--- config.mk ---
export PLATFORM = sky130hd
export DESIGN_NAME = tmfd_cell
export DESIGN_NICKNAME = d
export VERILOG_FILES = /design/src/hw/rtl/tmfd_pkg.sv /design/src/hw/rtl/tmfd_cell.sv
export SDC_FILE = /design/constraint.sdc
export NUM_CORES = 1
export LEC_CHECK = 0
export ABC_CLOCK_PERIOD_IN_PS = 1800
export BUFFER_PORTS_ARGS = -buffer_cell sky130_fd_sc_hd__buf_2
export CAP_MARGIN = 20
export CORE_UTILIZATION = 40
export CTS_BUF_LIST = sky130_fd_sc_hd__clkbuf_8 sky130_fd_sc_hd__clkbuf_16
export DETAILED_ROUTE_END_ITERATION = 12
export PLACE_DENSITY = 0.78
export SETUP_SLACK_MARGIN = 0.02
export SYNTH_ARGS = -nofsm -noshare
export SYNTH_HDL_FRONTEND = slang
export SYNTH_SLANG_ARGS = --single-unit
--- constraint.sdc ---
create_clock -name clk -period 1.8 [get_ports clk]
set_input_delay 0 -clock clk [delete_from_list [all_inputs] [get_ports clk]]
set_output_delay 0 -clock clk [all_outputs]
set_load 0.005 [all_outputs]
--- src/hw/rtl/tmfd_pkg.sv ---
package tmfd_pkg;

  localparam int SAMPLE_W   = 8;
  localparam int SAMPLE_LSB = 4;
  localparam int TERM_W     = 9;
  localparam int GRP        = 8;
  localparam int GRP_W      = 12;
  localparam int QUAD       = 4;
  localparam int QUAD_W     = 14;
  localparam int SUM_W      = 16;
  localparam int KEY_W      = 128;
  localparam int CFG_IDX_W  = 2;
  localparam int CFG_DATA_W = 64;

  localparam logic signed [SUM_W-1:0] THRESHOLD_RESET = 16'sd3000;

  typedef enum logic [CFG_IDX_W-1:0] {
    REG_THRESHOLD = 2'd0,
    REG_KEY_LOW   = 2'd1,
    REG_KEY_HIGH  = 2'd2
  } cfg_reg_t;

  typedef struct packed {
    logic [15:0] raw_sample;
    logic        frame_start;
  } in_t;

  typedef struct packed {
    logic signed [SUM_W-1:0] correlation;
    logic                    hit;
    logic                    detected;
  } out_t;

  typedef struct packed {
    logic vld;
    logic fs;
  } tag_t;

endpackage

--- src/hw/rtl/tmfd_cell.sv ---
module tmfd_cell
  import tmfd_pkg::*;
(
  input  logic                     clk,
  input  logic                     rst_n,
  input  logic                     shift_en,
  input  logic                     clr,
  input  logic                     sign,
  input  logic [SAMPLE_W-1:0]      din,
  output logic [SAMPLE_W-1:0]      dout,
  output logic signed [TERM_W-1:0] term
);

  logic [SAMPLE_W-1:0]      even_r;
  logic [SAMPLE_W-1:0]      odd_r;
  logic signed [TERM_W-1:0] mag;

  always_ff @(posedge clk) begin
    if (!rst_n) begin
      even_r <= '0;
      odd_r  <= '0;
    end else if (shift_en) begin
      even_r <= din;
      odd_r  <= clr ? '0 : even_r;
    end
  end

  always_comb begin
    mag  = signed'({1'b0, even_r});
    term = sign ? mag : -mag;
  end

  assign dout = odd_r;

endmodule

==> flow_metrics.env <==
export IMPL_clk_latency_ns=0.24
export IMPL_cts_buffers=3
export IMPL_clockBufferDepth=2
export IMPL_place_congestion=0.7153
export IMPL_layout_nets=136
export IMPL_fillCellCount=196
export IMPL_relSlewSlack_pct=67.61
export IMPL_sw_frac_of_total_pct=24.36
export IMPL_io_buffers=29
export IMPL_place_area_um2=964.7
export IMPL_firstDrtPassIters=3
export IMPL_area_delta_synth_final_pct=22.93
export IMPL_ys_warn_count=0
export IMPL_met3_usage_pct=3.396
export IMPL_p_per_area_mw_per_mm2=823.9
export IMPL_cts_sinks=16
export IMPL_syn_cell_area_um2=829.5
export IMPL_postCtsSetupBuffers=0
export IMPL_ios=30
export IMPL_die_w_um=47.54
export IMPL_cts_max_level=1
export IMPL_final_hold_violation_count=0
export IMPL_vias_per_cell=4.649
export IMPL_die_area_mm2=0.002260
export IMPL_synth_top_family_by_area="simple AND/OR/NAND/NOR gates"
export IMPL_grt_use_met1_pct=17.23
export IMPL_start_util_pct=42.28
export IMPL_min_path_type="primary input to flop"
export IMPL_ir_drop_uv=329.9
export IMPL_synth_simple_area_share_pct=22.78
export IMPL_grt_pass1_vias=594
export IMPL_power_leakage_nw=0.4750
export IMPL_timing_rr_end="dout[2]"
export IMPL_critPathMaxFanout=6
export IMPL_rsz0062_at_grt="no"
export IMPL_synth_top_area_cell="dfxtp_1"
export IMPL_max_freq_mhz=633.6
export IMPL_tightest_slew_ns=0.4859
export IMPL_grt_busiest_layer="met2"
export IMPL_tns_ns=0
export IMPL_p_switching_uw=204.7
export IMPL_pwr_share_clk_pct=37.1
export IMPL_grt_usage_pct=16.27
export IMPL_clock_tree_root_cell="clkbuf_8"
export IMPL_syn_inst=95
export IMPL_ys_types=22
export IMPL_cap_viol_max_count=0
export IMPL_period_minus_slack_ns=1.578
export IMPL_holdPathEnd="even_r[5]"
export IMPL_reg2reg_depth=3
export IMPL_worstSetupPathType="flop to primary output"
export IMPL_coreArea_mm2=0.001962
export IMPL_cts_tree="built"
export IMPL_avgRoutedWirePerCell_um=10.95
export IMPL_first_iter_violations=5
export IMPL_slew_violations=0
export IMPL_syn_area_per_cell_um2=8.732
export IMPL_p_int_uw=635.5
export IMPL_vias=688
export IMPL_rrSetupSlack_ns=0.90
export IMPL_yosysSeqAreaShare_pct=38.61
export IMPL_cp_end_kind="primary output"
export IMPL_grtUsageMet2_pct=29.32
export IMPL_cts_resized=0
export IMPL_dp_hpwl_um=1245
export IMPL_synth_top_area_share_pct=38.61
export IMPL_muxShareOfSynthArea_pct=11.01
export IMPL_critPathRequiredTime_ns=1.80
export IMPL_synth_xor_area_share_pct=6.335
export IMPL_final_common_cell="buf_2"
export IMPL_clock_skew_ns=0.001985
export IMPL_drt_total_wl_um=1620
export IMPL_hp_start="din[5]"
export IMPL_grt_start_max_net_pins=25
export IMPL_postRouteAntennaNets=0
export IMPL_antenna_found_initial=0
export IMPL_drc=0
export IMPL_post_synth_fa_ha_maj_area_fraction_pct=1.508
export IMPL_rows=16
export IMPL_ys_top_cells_by_area="dfxtp_1, mux2i_1, and2_1, nor2b_1, o22ai_1"
export IMPL_syn_num_nets=109
export IMPL_critical_path_startpoint_type="flop"
export IMPL_seqPwrFrac_pct=46.1
export IMPL_status="complete, no violations"
export IMPL_grt_pass1_wl_um=2456
export IMPL_synth_compound_area_share_pct=9.050
export IMPL_drive_gt1_share_pct=29.75
export IMPL_post_route_period_util_pct=87.68
export IMPL_die_h_um=47.54
export IMPL_stdcell_area_mm2=0.001020
export IMPL_ys_ff_latch=16
export IMPL_final_cell_mix="buf_2, dfxtp_1"
export IMPL_whs_path_depth=3
export IMPL_arrival_ns=1.58
export IMPL_r2r_start="even_r[2]"
export IMPL_cts_hold_buffers=0
export IMPL_share_comb_of_total_power_pct=16.8
export IMPL_grt_ovfl_total=0
export IMPL_diodes=0
export IMPL_finalSetupViolCount=0
export IMPL_clk_pin_slew_ns=0.06
export IMPL_worstSetupStartpoint="even_r[0]"
## flip-flops by register name, indices dropped and copies added (netlist names)
signal,cells
dout,8
even_r,8
## synthesized netlist by cell type
cell      count
nand2_1       8
nor2_1        4
clkbuf_1      1
dfxtp_1      16
mux2_1        1
a31oi_1       1
nor4_4        1
clkinv_1      6
buf_2         2
o22ai_1       8
nor2b_1       8
buf_4         4
a21oi_2       1
a21oi_1       2
nor3_1        2
xnor2_1       2
xor2_1        4
inv_1         6
mux2i_1       8
ha_1          1
and2_1        8
nor3b_2       1
## cell families after synthesis
| group | Yosys count |
|---|---|
| xor+xnor | 6 |
| mux | 9 |
| simple gates | 32 |
| fa+ha+maj | 1 |
| compound gates | 12 |
| flops | 16 |
| buf+inv | 19 |
## power groups by stage
| stage | logic (mW) | clock network [mW] | registers [mW] |
|---|---|---|---|
| floorplan | 0.0961 | 0 | 0.392 |
| global placement | 0.138 | 0 | 0.394 |
| detailed placement | 0.141 | 0 | 0.396 |
| CTS | 0.142 | 0.319 | 0.388 |
| global route | 0.158 | 0.336 | 0.390 |
| finish | 0.141 | 0.311 | 0.388 |
## per-layer routing
metal  vias up  part of all wire, %
met5         -                    0
met3         4                  4.0
met1       307                   43
li1        359                    -
met2        18                   51
met4         0                  2.5
## worst max-delay path, cell delays in order (launching register included)
cell and delay [ns]:
dfxtp_1 0.46, inv_1 0.07, ha_1 0.21, nor3b_2 0.17, a21oi_2 0.16, xor2_1 0.14
buf_2 0.12
## per-stage QoR
step           utilization, %  cells  worst slack [ns]  hold slack (ns)  power (mW)
3_5_place_dp            49.17    144            0.4849           0.2705      0.5372
5_1_grt                 51.98    148            0.1117          0.02441      0.8847
4_1_cts                 51.98    148            0.2154          0.01898      0.8491
3_3_place_gp            49.17    144            0.5217           0.2602      0.5322
6_report                51.98    148            0.2218          0.01698      0.8402
2_1_floorplan               -     95            0.6461           0.1282      0.4883
## area by class of cell
class,instances,area (um2),share of cell area [%]
flip-flops and latches,16,320.3,31.41
clock buffers,4,55.05,5.399
well taps,27,33.78,3.313
repair buffers,29,145.1,14.23
multi-input cells,60,420.4,41.23
inverters,12,45.04,4.417
## worst max-delay path by stage
stage / to / slack (ns) / cells past startpoint
after floorplan: term[6] / 0.65 / 5
after global placement: term[6] / 0.52 / 6
after detailed placement: term[6] / 0.48 / 6
after CTS: term[6] / 0.22 / 6
after global routing: term[6] / 0.11 / 6
final: term[6] / 0.22 / 6
(Power assumes the default switching activity.)
