### src/hw/rtl/tmfd_pkg.sv
package tmfd_pkg;

  localparam int SAMPLE_W   = 8;
  localparam int SAMPLE_LSB = 4;
  localparam int TERM_W     = 9;
  localparam int GRP        = 8;
  localparam int GRP_W      = 12;
  localparam int QUAD       = 4;
  localparam int QUAD_W     = 14;
  localparam int SUM_W      = 16;
  localparam int KEY_W      = 128;
  localparam int CFG_IDX_W  = 2;
  localparam int CFG_DATA_W = 64;

  localparam logic signed [SUM_W-1:0] THRESHOLD_RESET = 16'sd3000;

  typedef enum logic [CFG_IDX_W-1:0] {
    REG_THRESHOLD = 2'd0,
    REG_KEY_LOW   = 2'd1,
    REG_KEY_HIGH  = 2'd2
  } cfg_reg_t;

  typedef struct packed {
    logic [15:0] raw_sample;
    logic        frame_start;
  } in_t;

  typedef struct packed {
    logic signed [SUM_W-1:0] correlation;
    logic                    hit;
    logic                    detected;
  } out_t;

  typedef struct packed {
    logic vld;
    logic fs;
  } tag_t;

endpackage

### src/hw/rtl/tmfd_sum.sv
module tmfd_sum
  import tmfd_pkg::*;
#(
  parameter int NCELL = 128
) (
  input  logic                     clk,
  input  logic                     rst_n,
  input  logic                     adv,
  input  tag_t                     tag_in,
  input  logic signed [TERM_W-1:0] terms [NCELL],
  output tag_t                     tag_out,
  output logic signed [SUM_W-1:0]  sum
);

  localparam int NGRP  = (NCELL + GRP - 1) / GRP;
  localparam int NQUAD = (NGRP + QUAD - 1) / QUAD;

  logic signed [TERM_W-1:0] terms_pad [NGRP*GRP];
  logic signed [GRP_W-1:0]  grp_nxt   [NGRP];
  logic signed [GRP_W-1:0]  grp_r     [NGRP];
  logic signed [GRP_W-1:0]  grp_pad   [NQUAD*QUAD];
  logic signed [QUAD_W-1:0] quad_nxt  [NQUAD];
  logic signed [QUAD_W-1:0] quad_r    [NQUAD];
  logic signed [SUM_W-1:0]  sum_nxt;
  logic signed [SUM_W-1:0]  sum_r;
  tag_t                     t1_r, t2_r, t3_r;

  for (genvar i = 0; i < NGRP*GRP; i++) begin : g_tpad
    if (i < NCELL) begin : g_t
      assign terms_pad[i] = terms[i];
    end else begin : g_z
      assign terms_pad[i] = '0;
    end
  end

  for (genvar i = 0; i < NQUAD*QUAD; i++) begin : g_gpad
    if (i < NGRP) begin : g_g
      assign grp_pad[i] = grp_r[i];
    end else begin : g_z
      assign grp_pad[i] = '0;
    end
  end

  always_comb begin
    for (int g = 0; g < NGRP; g++) begin
      grp_nxt[g] = '0;
      for (int i = 0; i < GRP; i++) begin
        grp_nxt[g] = grp_nxt[g] + GRP_W'(terms_pad[g*GRP + i]);
      end
    end
    for (int q = 0; q < NQUAD; q++) begin
      quad_nxt[q] = '0;
      for (int i = 0; i < QUAD; i++) begin
        quad_nxt[q] = quad_nxt[q] + QUAD_W'(grp_pad[q*QUAD + i]);
      end
    end
    sum_nxt = '0;
    for (int q = 0; q < NQUAD; q++) begin
      sum_nxt = sum_nxt + SUM_W'(quad_r[q]);
    end
  end

  always_ff @(posedge clk) begin
    if (!rst_n) begin
      t1_r <= '0;
      t2_r <= '0;
      t3_r <= '0;
    end else if (adv) begin
      t1_r <= tag_in;
      t2_r <= t1_r;
      t3_r <= t2_r;
    end
  end

  always_ff @(posedge clk) begin
    if (adv) begin
      grp_r  <= grp_nxt;
      quad_r <= quad_nxt;
      sum_r  <= sum_nxt;
    end
  end

  assign tag_out = t3_r;
  assign sum     = sum_r;

endmodule

### config.mk
export PLATFORM = sky130hd
export DESIGN_NAME = tmfd_sum
export DESIGN_NICKNAME = d
export VERILOG_FILES = /design/src/hw/rtl/tmfd_pkg.sv /design/src/hw/rtl/tmfd_sum.sv
export SDC_FILE = /design/constraint.sdc
export NUM_CORES = 2
export LEC_CHECK = 0
export ABC_CLOCK_PERIOD_IN_PS = 8000
export BUFFER_PORTS_ARGS = -buffer_cell sky130_fd_sc_hd__buf_4
export CELL_PAD_IN_SITES_DETAIL_PLACEMENT = 1
export CELL_PAD_IN_SITES_GLOBAL_PLACEMENT = 2
export CORE_AREA = 2 2 456 458
export DETAILED_ROUTE_END_ITERATION = 6
export DIE_AREA = 0 0 458 460
export PLACE_DENSITY_LB_ADDON = 0.1
export SYNTH_ARGS = -nofsm -noshare
export SYNTH_HDL_FRONTEND = slang
export SYNTH_SLANG_ARGS = --single-unit
### constraint.sdc
create_clock -name clk -period 8 [get_ports clk]
set_clock_uncertainty 0.15 [all_clocks]
set_input_delay 0.8 -clock clk [delete_from_list [all_inputs] [get_ports clk]]
set_output_delay 0.8 -clock clk [all_outputs]
set_load 0.03 [all_outputs]
==> impl_metrics.yaml <==
outcome:
  status: "complete, no violations"
cts:
  cts_root_buf: "clkbuf_16"
  cts_num_sinks: 270
  cts_resized: 0
  clk_pin_slew_worst_paths_ns: 0.06
  cts_tree: "yes"
  postCtsSetupRepairBufs: 0
  clock_latency_ns: 0.57
  cts_buffers: 39
  ctsLongestPathBuffers: 3
  h-tree-depth: 2
  cts_hold_buffers: 0
critical_path:
  critPathKind: "in2reg"
  cp.arrival_ns: 4.74
  cp.required_ns: 8.15
  critPathMaxFanout: 3
  crit_path_end_kind: "register"
  cp-start-kind: "primary input"
placement:
  place_area_um2: 56800
  dp.final_hpwl_um: 142000
  gp_congestion: 0.798
  io_buffers: 1174
detailed_routing:
  drtIter0Drc: 801
  wl_per_cell_um: 18.8
  dr_total_vias: 31000
  via_per_inst: 3.82
  wl_um: 152000
  antenna_left: 0
  drc: 0
  dr.pass1.iters: 4
floorplanning:
  start_util_pct: 21.6
  fp.dieArea_um2: 211000
  io_pins: 1175
  fp.coreArea_um2: 206000
  placementRows: 167
  die_w_um: 458
  die_h_um: 460
synth:
  async_flop_share_pct: 0
  syn_nets: 6614
  synth.avg_cell_area_um2: 10.7
  synth-main-ff-cell: "edfxtp_1"
  synth_seq_area_share_pct: 18.0
  synth_edf_count: 264
  synth_seq_cells: 270
  syn_area_um2: 44600
  yosysWarnings: 0
  synth.distinct_cells: 66
  synth_cells: 4157
sta:
  final.min_clock_period_ns: 4.60
  maxSlewViolCount: 0
  hold_viol: 0
  setup-violations-final: 0
  worst_pin_slew_ns: 1.01
  rsz0062_at_grt: "no"
  max_clock_freq_ghz: 0.218
  fin_setup_tns_ns: 0
  slew_headroom_pct: 32.8
  min_period_over_period_pct: 57.5
min_path:
  hp-class: "in2reg"
finish:
  drive_gt1_share_pct: 23.5
  final_area_um2: 58100
  fin_nets: 7820
  areaGrowthSynthToFinish_pct: 30.2
  fillCellCount: 23400
global_routing:
  grt_pass1_wl_um: 229000
  grt_max_degree: 121
  globalRouteTotalUtil_pct: 14.5
  grt_overflow: 0
  grt_pass1_vias: 37000
  antenna_found_initial: 27
job:
  cap_violations: 0
[cell families after synthesis]
| family | Yosys count | synth area share (%) |
|---|---|---|
| and+or+nand+nor | 460 | 5.20 |
| xor gates and xnor gates | 197 | 3.87 |
| adders and majority gates | 1300 | 54.0 |
| AOI/OAI and AO/OA | 338 | 5.31 |
| DFF | 270 | 18.0 |
| muxes | 13 | 0.292 |
| buffers and inverters | 1579 | 13.3 |
[cells in the mapped netlist (3+ instances only)]
cell type | count | area share (%)
ha_1 | 259 | 7.3
or4_1 | 6 | 0.10
dfxtp_1 | 6 | 0.27
a211oi_1 | 13 | 0.22
edfxtp_1 | 264 | 18
and3_1 | 19 | 0.27
o21ai_1 | 12 | 0.13
o22ai_1 | 11 | 0.15
o21ai_0 | 65 | 0.73
and2_1 | 11 | 0.15
o41ai_2 | 12 | 0.44
nor3b_1 | 4 | 0.067
a211o_1 | 15 | 0.29
nor3_1 | 75 | 0.84
o2111ai_1 | 5 | 0.098
mux2i_1 | 13 | 0.29
xor2_1 | 30 | 0.59
o21a_1 | 14 | 0.24
fa_1 | 1041 | 47
o311ai_1 | 9 | 0.18
xnor2_1 | 167 | 3.3
or2_2 | 10 | 0.14
a21oi_1 | 80 | 0.90
nand2b_1 | 12 | 0.17
o31ai_1 | 3 | 0.050
or3_1 | 12 | 0.17
a31oi_1 | 6 | 0.084
a21o_1 | 26 | 0.44
nand3_1 | 35 | 0.39
nor2b_1 | 63 | 0.88
nand3b_1 | 5 | 0.084
a2111oi_0 | 6 | 0.12
o21bai_1 | 8 | 0.13
o211ai_1 | 16 | 0.27
clkbuf_1 | 12 | 0.10
o41ai_1 | 9 | 0.18
inv_1 | 1567 | 13
nand2_1 | 32 | 0.27
a311oi_1 | 6 | 0.12
nor4b_1 | 3 | 0.059
nor4_1 | 6 | 0.084
nand4_1 | 12 | 0.17
nor2_1 | 151 | 1.3
[cell type report]
class                   count  area, um^2  area share (%)
flip-flops and latches    270        8050            13.9
clock inverters            22         231           0.399
diodes                      9        22.5          0.0388
well taps                2704        3380            5.83
multi-input cells        2308       30600            52.7
inverters                1567        5880            10.1
clock buffers              44        1020            1.75
repair buffers           1177        8860            15.3
[registers in the layout, indices dropped and copies added (netlist names)]
signal	cells
grp_pad	192
quad_r	56
sum	16
t1_r	2
t2_r	2
tag_out	2
[layer usage]
metal	global-route usage (%)	routed length (um)
met5	0	170
met4	2.40	2130
met3	3.00	7910
met2	26.6	80100
met1	17.7	62100
[cells in the final DEF (no fill, tap or decap), types with 10 or more instances in the layout]
cell type | netlist | layout
mux2i_1 | 13 | 13
o41ai_2 | 12 | 12
o22ai_1 | 11 | 11
nand2b_1 | 12 | 12
fa_1 | 1041 | 1041
a211o_1 | 15 | 15
nor2_1 | 151 | 151
or2_2 | 10 | 10
o211ai_1 | 16 | 16
nand2_1 | 32 | 32
o21ai_1 | 12 | 12
a211oi_1 | 13 | 13
inv_1 | 1567 | 1567
and2_1 | 11 | 11
nand4_1 | 12 | 12
nor3_1 | 75 | 75
nand3_1 | 35 | 35
buf_4 | 0 | 1175
a21oi_1 | 80 | 80
nor2b_1 | 63 | 63
xnor2_1 | 167 | 167
o21a_1 | 14 | 14
clkbuf_16 | 0 | 40
o21ai_0 | 65 | 65
and3_1 | 19 | 19
a21o_1 | 26 | 26
xor2_1 | 30 | 30
edfxtp_1 | 264 | 264
or3_1 | 12 | 12
ha_1 | 259 | 259
[worst max-delay path, stage by stage]
cell,delay (ns)
buf_4,0.08
inv_1,0.04
fa_1,0.56
inv_1,0.07
fa_1,0.52
fa_1,0.50
inv_1,0.05
fa_1,0.53
inv_1,0.06
ha_1,0.29
a211oi_1,0.27
o21bai_1,0.24
a2111oi_0,0.45
nor3_1,0.13
xor2_1,0.15
[stage by stage]
step | hold WS (ns) | worst slack [ns] | instances | util, %
6_report | 0.354 | 3.40 | 8101 | 28.2
5_1_grt | 0.319 | 3.14 | 8100 | 28.2
4_1_cts | 0.292 | 3.42 | 8092 | 28.2
3_5_place_dp | 0.359 | 2.78 | 8026 | 27.6
3_3_place_gp | 0.356 | 2.80 | 8026 | 27.6
2_1_floorplan | 0.332 | 3.32 | 4157 | -
[path summary, 6_finish.rpt]
kind	from	endpoint	slack, ns	cells after the start
setup reg to reg	quad_r[0]	sum[13]	4.01	10
hold reg to reg	t2_r[1]	t2_r[1]	0.37	2
setup / recovery	terms[750]	grp_pad[129]	3.40	15
hold / removal	rst_n	tag_out[1]	0.35	2
Power is left out: the tool's default activity adds up to more than one toggle a clock period on the data nets, which glitch-free logic cannot reach.
